**src/hdl/pctdec_pkg.sv**
```systemverilog
// ----------------------------------------------------------------------------
// pctdec_pkg
// Shared types and constants for the percent decoder.
// ----------------------------------------------------------------------------
package pctdec_pkg;

  // one-hot phase of the escape tracker
  typedef enum logic [3:0] {
    PH_IDLE = 4'b0001,
    PH_HIGH = 4'b0010,
    PH_LOW  = 4'b0100,
    PH_DROP = 4'b1000
  } phase_t;

  typedef enum logic [1:0] {
    ST_OK         = 2'd0,
    ST_BADCHAR    = 2'd1,
    ST_BADHEX     = 2'd2,
    ST_INCOMPLETE = 2'd3
  } status_t;

  localparam logic [7:0] CH_PERCENT = 8'h25;

  typedef struct packed {
    logic [7:0] in_byte;
    logic       in_last;
  } in_item_t;

  typedef struct packed {
    logic [7:0] out_byte;
    status_t    status;
    logic       out_last;
  } out_item_t;

  // classification of one raw byte
  typedef struct packed {
    logic       is_literal;
    logic       is_percent;
    logic       is_hex;
    logic [3:0] hex_val;
  } byte_class_t;

  // one step of the phase machine
  typedef struct packed {
    logic      emit;
    out_item_t item;
    phase_t    phase;
    logic [3:0] nibble;
  } step_res_t;

endpackage

```
**src/hdl/pctdec_class.sv**
```systemverilog
// ----------------------------------------------------------------------------
// pctdec_class
// Character classifier: literal set, percent sign and hex digit value.
// ----------------------------------------------------------------------------
module pctdec_class (
  input  logic                     special_set,
  input  logic [7:0]               byte_i,
  output pctdec_pkg::byte_class_t  cls_o
);

  logic alnum;
  logic url_special;
  logic uri_special;

  always_comb begin
    alnum       = (byte_i inside {[8'h30:8'h39], [8'h41:8'h5a], [8'h61:8'h7a]});
    // . - ~ _
    url_special = (byte_i inside {8'h2e, 8'h2d, 8'h7e, 8'h5f});
    // / ? : @ & = + $ #
    uri_special = (byte_i inside {8'h2f, 8'h3f, 8'h3a, 8'h40, 8'h26,
                                  8'h3d, 8'h2b, 8'h24, 8'h23});

    cls_o.is_literal = alnum | url_special | (special_set & uri_special);
    cls_o.is_percent = (byte_i == pctdec_pkg::CH_PERCENT);

    cls_o.is_hex  = 1'b1;
    cls_o.hex_val = 4'd0;
    case (byte_i) inside
      [8'h30:8'h39]: begin
        cls_o.hex_val = byte_i[3:0];
      end
      [8'h41:8'h46], [8'h61:8'h66]: begin
        cls_o.hex_val = byte_i[3:0] + 4'd9;
      end
      default: begin
        cls_o.is_hex = 1'b0;
      end
    endcase
  end

endmodule

```
**src/hdl/pctdec_step.sv**
```systemverilog
// ----------------------------------------------------------------------------
// pctdec_step
// Next-state and result logic of the escape tracker for one byte.
// ----------------------------------------------------------------------------
module pctdec_step (
  input  pctdec_pkg::phase_t       phase_i,
  input  logic [3:0]               nibble_i,
  input  pctdec_pkg::in_item_t     item_i,
  input  pctdec_pkg::byte_class_t  cls_i,
  output pctdec_pkg::step_res_t    res_o
);

  logic last;

  always_comb begin
    last = item_i.in_last;

    res_o.emit           = 1'b0;
    res_o.item.out_byte  = 8'd0;
    res_o.item.status    = pctdec_pkg::ST_OK;
    res_o.item.out_last  = last;
    res_o.phase          = phase_i;
    res_o.nibble         = nibble_i;

    case (phase_i)
      pctdec_pkg::PH_IDLE: begin
        if (cls_i.is_percent) begin
          if (last) begin
            res_o.emit        = 1'b1;
            res_o.item.status = pctdec_pkg::ST_INCOMPLETE;
            res_o.phase       = pctdec_pkg::PH_IDLE;
            res_o.nibble      = 4'd0;
          end else begin
            res_o.phase = pctdec_pkg::PH_HIGH;
          end
        end else if (cls_i.is_literal) begin
          res_o.emit          = 1'b1;
          res_o.item.out_byte = item_i.in_byte;
        end else begin
          res_o.emit        = 1'b1;
          res_o.item.status = pctdec_pkg::ST_BADCHAR;
          res_o.phase       = last ? pctdec_pkg::PH_IDLE : pctdec_pkg::PH_DROP;
          res_o.nibble      = 4'd0;
        end
      end
      pctdec_pkg::PH_HIGH: begin
        if (last || !cls_i.is_hex) begin
          // incomplete wins over a bad digit on the last byte
          res_o.emit        = 1'b1;
          res_o.item.status = last ? pctdec_pkg::ST_INCOMPLETE : pctdec_pkg::ST_BADHEX;
          res_o.phase       = last ? pctdec_pkg::PH_IDLE : pctdec_pkg::PH_DROP;
          res_o.nibble      = 4'd0;
        end else begin
          res_o.nibble = cls_i.hex_val;
          res_o.phase  = pctdec_pkg::PH_LOW;
        end
      end
      pctdec_pkg::PH_LOW: begin
        res_o.emit   = 1'b1;
        res_o.nibble = 4'd0;
        if (!cls_i.is_hex) begin
          res_o.item.status = pctdec_pkg::ST_BADHEX;
          res_o.phase       = last ? pctdec_pkg::PH_IDLE : pctdec_pkg::PH_DROP;
        end else begin
          res_o.item.out_byte = {nibble_i, cls_i.hex_val};
          res_o.phase         = pctdec_pkg::PH_IDLE;
        end
      end
      default: begin
        // dropping the rest of a failed string
        if (last) begin
          res_o.phase = pctdec_pkg::PH_IDLE;
        end
      end
    endcase

    if (res_o.item.status != pctdec_pkg::ST_OK) begin
      res_o.item.out_last = 1'b1;
    end
  end

endmodule

```
**src/hdl/percent_decoder.sv**
```systemverilog
// ----------------------------------------------------------------------------
// percent_decoder
// Streaming percent-escape decoder, one encoded byte per transfer.
// ----------------------------------------------------------------------------
// path: a byte transferred in passes the input register, then the result
//   register, before its result shows at out_*
// throughput: one byte per cycle while out_ready holds; classifier plus
//   phase machine form the combinational path between the two registers
// reset: synchronous active-low rst_n clears both valid flags, the phase
//   (back to idle), the held high nibble and special_set (url set)
module percent_decoder (
  input  logic                   clk,
  input  logic                   rst_n,

  input  logic                   in_valid,
  output logic                   in_ready,
  input  pctdec_pkg::in_item_t   in_data,

  output logic                   out_valid,
  input  logic                   out_ready,
  output pctdec_pkg::out_item_t  out_data,

  input  logic                   cfg_we,
  input  logic                   cfg_wdata
);

  // input register stage
  logic                  s1_v_r, s1_v_nxt;
  pctdec_pkg::in_item_t  s1_data_r;

  // result register stage
  logic                  out_v_r, out_v_nxt;
  pctdec_pkg::out_item_t out_data_r;

  // escape tracker state and configuration
  pctdec_pkg::phase_t    phase_r, phase_nxt;
  logic [3:0]            nib_r, nib_nxt;
  logic                  special_r;

  pctdec_pkg::byte_class_t cls;
  pctdec_pkg::step_res_t   res;

  logic s1_fire;
  logic in_xfer;

  // the held byte moves on once the result register can take its result;
  // bytes with no result move on as well
  assign s1_fire  = s1_v_r & (~out_v_r | out_ready);
  assign in_ready = ~s1_v_r | s1_fire;
  assign in_xfer  = in_valid & in_ready;

  pctdec_class u_class (
    .special_set (special_r),
    .byte_i      (s1_data_r.in_byte),
    .cls_o       (cls)
  );

  pctdec_step u_step (
    .phase_i  (phase_r),
    .nibble_i (nib_r),
    .item_i   (s1_data_r),
    .cls_i    (cls),
    .res_o    (res)
  );

  always_comb begin
    s1_v_nxt  = s1_v_r;
    out_v_nxt = out_v_r;
    phase_nxt = phase_r;
    nib_nxt   = nib_r;

    if (in_ready) begin
      s1_v_nxt = in_valid;
    end

    // drain on transfer out, refill from the tracker
    if (out_v_r && out_ready) begin
      out_v_nxt = 1'b0;
    end
    if (s1_fire) begin
      out_v_nxt = res.emit;
      phase_nxt = res.phase;
      nib_nxt   = res.nibble;
    end
  end

  always_ff @(posedge clk) begin
    if (!rst_n) begin
      s1_v_r    <= 1'b0;
      out_v_r   <= 1'b0;
      phase_r   <= pctdec_pkg::PH_IDLE;
      nib_r     <= 4'd0;
      special_r <= 1'b0;
    end else begin
      s1_v_r  <= s1_v_nxt;
      out_v_r <= out_v_nxt;
      phase_r <= phase_nxt;
      nib_r   <= nib_nxt;
      if (cfg_we) begin
        special_r <= cfg_wdata;
      end
    end
  end

  // payload registers, no reset needed
  always_ff @(posedge clk) begin
    if (in_xfer) begin
      s1_data_r <= in_data;
    end
    if (s1_fire && res.emit) begin
      out_data_r <= res.item;
    end
  end

  assign out_valid = out_v_r;
  assign out_data  = out_data_r;

  // an error result always closes the string and carries a zero byte
  a_err_closes: assert property (@(posedge clk) disable iff (!rst_n)
    (out_valid && out_data.status != pctdec_pkg::ST_OK)
      |-> (out_data.out_last && out_data.out_byte == 8'd0))
    else $error("error result without last flag or with nonzero byte");

  // an error before the end of a string puts the tracker into drop mode
  a_err_drops: assert property (@(posedge clk) disable iff (!rst_n)
    (s1_fire && res.emit && res.item.status != pctdec_pkg::ST_OK
      && !s1_data_r.in_last)
      |=> (phase_r == pctdec_pkg::PH_DROP))
    else $error("tracker not dropping after mid-string error");

  // the last byte of a string always leaves the tracker idle
  a_last_idle: assert property (@(posedge clk) disable iff (!rst_n)
    (s1_fire && s1_data_r.in_last) |=> (phase_r == pctdec_pkg::PH_IDLE))
    else $error("tracker not idle after last byte");

endmodule

```
**config.mk**
```make
export PLATFORM = sky130hd
export DESIGN_NAME = percent_decoder
export DESIGN_NICKNAME = d
export VERILOG_FILES = /design/src/hdl/pctdec_pkg.sv /design/src/hdl/pctdec_class.sv /design/src/hdl/pctdec_step.sv /design/src/hdl/percent_decoder.sv
export SDC_FILE = /design/constraint.sdc
export NUM_CORES = 1
export LEC_CHECK = 0
export BUFFER_PORTS_ARGS = -buffer_cell sky130_fd_sc_hd__buf_4
export CAP_MARGIN = 20
export CELL_PAD_IN_SITES_DETAIL_PLACEMENT = 1
export CELL_PAD_IN_SITES_GLOBAL_PLACEMENT = 2
export CORE_MARGIN = 10
export CORE_UTILIZATION = 38
export DETAILED_ROUTE_END_ITERATION = 10
export PLACE_DENSITY_LB_ADDON = 0.3
export SLEW_MARGIN = 20
export SYNTH_ARGS = -nofsm -noshare
export SYNTH_HDL_FRONTEND = slang
export SYNTH_HIERARCHICAL = 1
export SYNTH_SLANG_ARGS = --single-unit
```
**constraint.sdc**
```tcl
create_clock -name clk -period 8.1 [get_ports clk]
set_input_delay 0.81 -clock clk [delete_from_list [all_inputs] [get_ports clk]]
set_output_delay 0.81 -clock clk [all_outputs]
set_load 0.005 [all_outputs]
```
==> results.yml <==
run_status:
  run_status: "completed"
timing:
  timing.max_slew.rel_slack_pct: 44.5
  final-max-slew-violation-count: 0
  rsz0062_at_grt: "no"
  max_freq_ghz: 0.298
  timing.final.setup_violations: 0
  finalHoldWorstSlack_ns: 0.486
  max_slew.worst_pin.slew_ns: 0.827
  final.setup.tns_ns: 0
  fin_skew_ns: 0.00565
  timing.final.crit_period_ns: 3.35
  timing.final.hold_violations: 0
  part_of_the_cycle_the_worst_path_needs_pct: 41.4
route:
  drc: 0
  drt-wirelength-per-cell_um: 16.9
  wire_length_reported_by_the_detailed_router_um: 4700
  drtIter0Drc: 181
  post_route_antenna_net_violation_count: 0
  vias: 1512
  drt-vias-per-instance: 5.42
  drt_first_pass_iters: 4
critical_path:
  crit_path_end_kind: "flop"
  reg2reg_slack_ns: 4.75
  timing.critical_path.fanout_max: 11
  critPathLaunchType: "flop"
  crit_path_dat_ns: 3.26
  critPathKind: "reg2reg"
  cp.required_ns: 8.00
  regToRegEndpoint: "out_data[8]$_DFFE_PP_"
  reg2reg_path_depth: 11
  regToRegStartpoint: "s1_data_r[1]$_DFFE_PP_"
power:
  power.static_leakage_nw: 0.829
  vdd.ir_drop.worst_mv: 0.104
  power-per-cell-area_nw_per_um2: 167
placed_design:
  io_buffer_count: 27
  dpl.cell_count: 271
  finalWeightedCongestion: 0.919
  detailed_place_hpwl_um: 3650
synthesis:
  synth_top_area_share_pct: 32.3
  synth_seq_area_share_pct: 44.2
  dominantRegCellSynth: "sky130_fd_sc_hd__edfxtp_1"
  synth-warning-count: 6
  synth.area.top_cells: "sky130_fd_sc_hd__edfxtp_1 (32%), sky130_fd_sc_hd__dfxtp_1 (12%), sky130_fd_sc_hd__a22o_1 (5.7%)"
  netlist.top_cell.by_area: "sky130_fd_sc_hd__edfxtp_1"
  post_synthesis_async_set_or_reset_flop_share_pct: 0
  post_synth_num_cell_types: 50
  synth_seq_cells: 31
  avg_inst_size_synth_um2: 9.98
  syn-num-nets: 205
  synth_cells: 186
  syn-cell-area_um2: 1860
  yosys-top-cells-count: "sky130_fd_sc_hd__nand2_1 (24), sky130_fd_sc_hd__edfxtp_1 (20), sky130_fd_sc_hd__a22o_1 (12)"
  synth_most_common_cell: "sky130_fd_sc_hd__nand2_1"
  number_of_flops_mapped_to_enable_cells_by_yosys: 20
cts:
  post_cts_resize_count: 0
  tritoncts: "done"
  hold_buffers: 0
  cts-buffers-inserted: 5
  h-tree-depth: 2
  clock_insertion_delay_worst_skew_ns: 0.28
  clock_tree.buffer_depth: 2
  cts_post_setup_buffers_inserted: 0
  clock-sinks: 31
  cts_root_buffer: "sky130_fd_sc_hd__clkbuf_8"
  clkSlewWorstSetupHoldPaths_ns: 0.07
floorplan:
  die_area_um2: 8080
  die_width_um: 89.9
  core-area_um2: 4720
  pin_count: 28
  fp.dieH_um: 89.9
  num_rows: 25
  start_util_pct: 39.3
grt:
  grt_max_degree: 19
  grt_util_all_layers_pct: 11.6
  antenna_violations_before_repair: 0
  global_route_wire_length_before_repair_um: 7860
  first_global_vias: 1511
  grt_remaining_overflow: 0
hold_path:
  hold_path_startpoint: "nib_r[3]$_SDFFE_PN0P_"
  timing.hold.worst.class: "reg2reg"
  hold-path-cell-count: 2
  hold_end: "nib_r[3]$_SDFFE_PN0P_"
cells_and_area:
  final_cells: 279
  design.final.nets: 230
  layout-drive-gt1-share_pct: 19.8
  insertedDiodeCount: 0
  layout.core_utilization_pct: 45.9
  relative_area_change_from_synthesis_to_final_layout_pct: 16.8
flow_run:
  max_cap_viol_count: 0
[critical path, stage by stage, from the launching register on]
cell and delay [ns]:
sky130_fd_sc_hd__edfxtp_1 0.49, sky130_fd_sc_hd__inv_1 0.17, sky130_fd_sc_hd__ha_1 0.22, sky130_fd_sc_hd__nor3b_1 0.37, sky130_fd_sc_hd__or4_1 0.31, sky130_fd_sc_hd__nand2_1 0.19
sky130_fd_sc_hd__nand2b_1 0.12, sky130_fd_sc_hd__a22oi_1 0.09, sky130_fd_sc_hd__o22a_1 0.18, sky130_fd_sc_hd__nor2_1 0.12, sky130_fd_sc_hd__nand2_1 0.07, sky130_fd_sc_hd__nor2_1 0.63
[state kept, by name (all words and copies together) (netlist names)]
register	count
out_data	11
s1_data_r	9
nib_r	4
phase_r	4
out_valid	1
s1_v_r	1
special_r	1
[worst max path at each step]
stage,startpoint,to,depth (start not counted)
after floorplan,s1_data_r[1]$_DFFE_PP_,out_data[0]$_DFFE_PP_,12
after global placement,s1_data_r[1]$_DFFE_PP_,out_data[3]$_DFFE_PP_,11
after detailed placement,s1_data_r[1]$_DFFE_PP_,out_data[5]$_DFFE_PP_,11
after CTS,s1_data_r[1]$_DFFE_PP_,out_data[1]$_DFFE_PP_,11
after global routing,s1_data_r[1]$_DFFE_PP_,out_data[1]$_DFFE_PP_,11
final,s1_data_r[1]$_DFFE_PP_,out_data[8]$_DFFE_PP_,11
[routing by layer]
layer / vias to the layer above / part of all wire (%) / global-route usage (%)
li1: 735 / - / -
met1: 733 / 48 / 15.5
met2: 42 / 45 / 17.7
met3: 2 / 5.8 / 3.74
met4: 0 / 0.40 / 2.79
met5: - / 0 / 0
[layout make-up]
class                      instances  area [um^2]
sequential                        31          821
inverter                          11         41.3
clock buffer                       7         86.3
multi-input combinational        135          930
clock inverter                     1         5.00
timing repair buffer              27          203
tap                               67         83.8
fill                             544         2550
[metrics by stage]
step	total power, mW	setup WS, ns	cell area (um^2)
floorplan	0.223	5.30	1860
global placement	0.241	5.05	2080
finish	0.363	4.75	2170
CTS	0.368	4.78	2170
global route	0.382	4.36	2170
detailed placement	0.243	4.81	2080
[where the power goes]
group | switching (mW) | leakage [nW] | total, mW | internal, mW
sequential | 0.00948 | 0.280 | 0.187 | 0.177
clock | 0.0554 | 0.0482 | 0.124 | 0.0684
combinational | 0.0271 | 0.501 | 0.0526 | 0.0255
[cells in the final DEF (no fill, tap or decap), types with 2 or more instances in the layout]
master,n
sky130_fd_sc_hd__buf_4,27
sky130_fd_sc_hd__nand2_1,24
sky130_fd_sc_hd__edfxtp_1,20
sky130_fd_sc_hd__a22o_1,12
sky130_fd_sc_hd__nor2_1,11
sky130_fd_sc_hd__dfxtp_1,11
sky130_fd_sc_hd__mux2i_1,10
sky130_fd_sc_hd__inv_1,10
sky130_fd_sc_hd__nor2b_1,9
sky130_fd_sc_hd__nand2b_1,8
sky130_fd_sc_hd__nor3_1,7
sky130_fd_sc_hd__clkbuf_8,6
sky130_fd_sc_hd__a21oi_1,5
sky130_fd_sc_hd__ha_1,4
sky130_fd_sc_hd__o22ai_1,3
sky130_fd_sc_hd__o21ai_0,3
sky130_fd_sc_hd__a32oi_1,3
sky130_fd_sc_hd__and2_1,2
sky130_fd_sc_hd__o21ai_1,2
sky130_fd_sc_hd__nor3b_1,2
sky130_fd_sc_hd__or4_1,2
sky130_fd_sc_hd__o32ai_1,2
sky130_fd_sc_hd__a22oi_1,2
[cell families (layout without fill, tap and decap cells)]
logic type	after synthesis	after routing	synth area share, %
compound gates	45	45	18.7
fa+ha+maj	4	4	2.70
buf+inv	20	46	5.73
flops	31	31	44.2
mux	10	10	5.39
simple gates	76	76	23.2
Power figures use the tool's default switching activity.
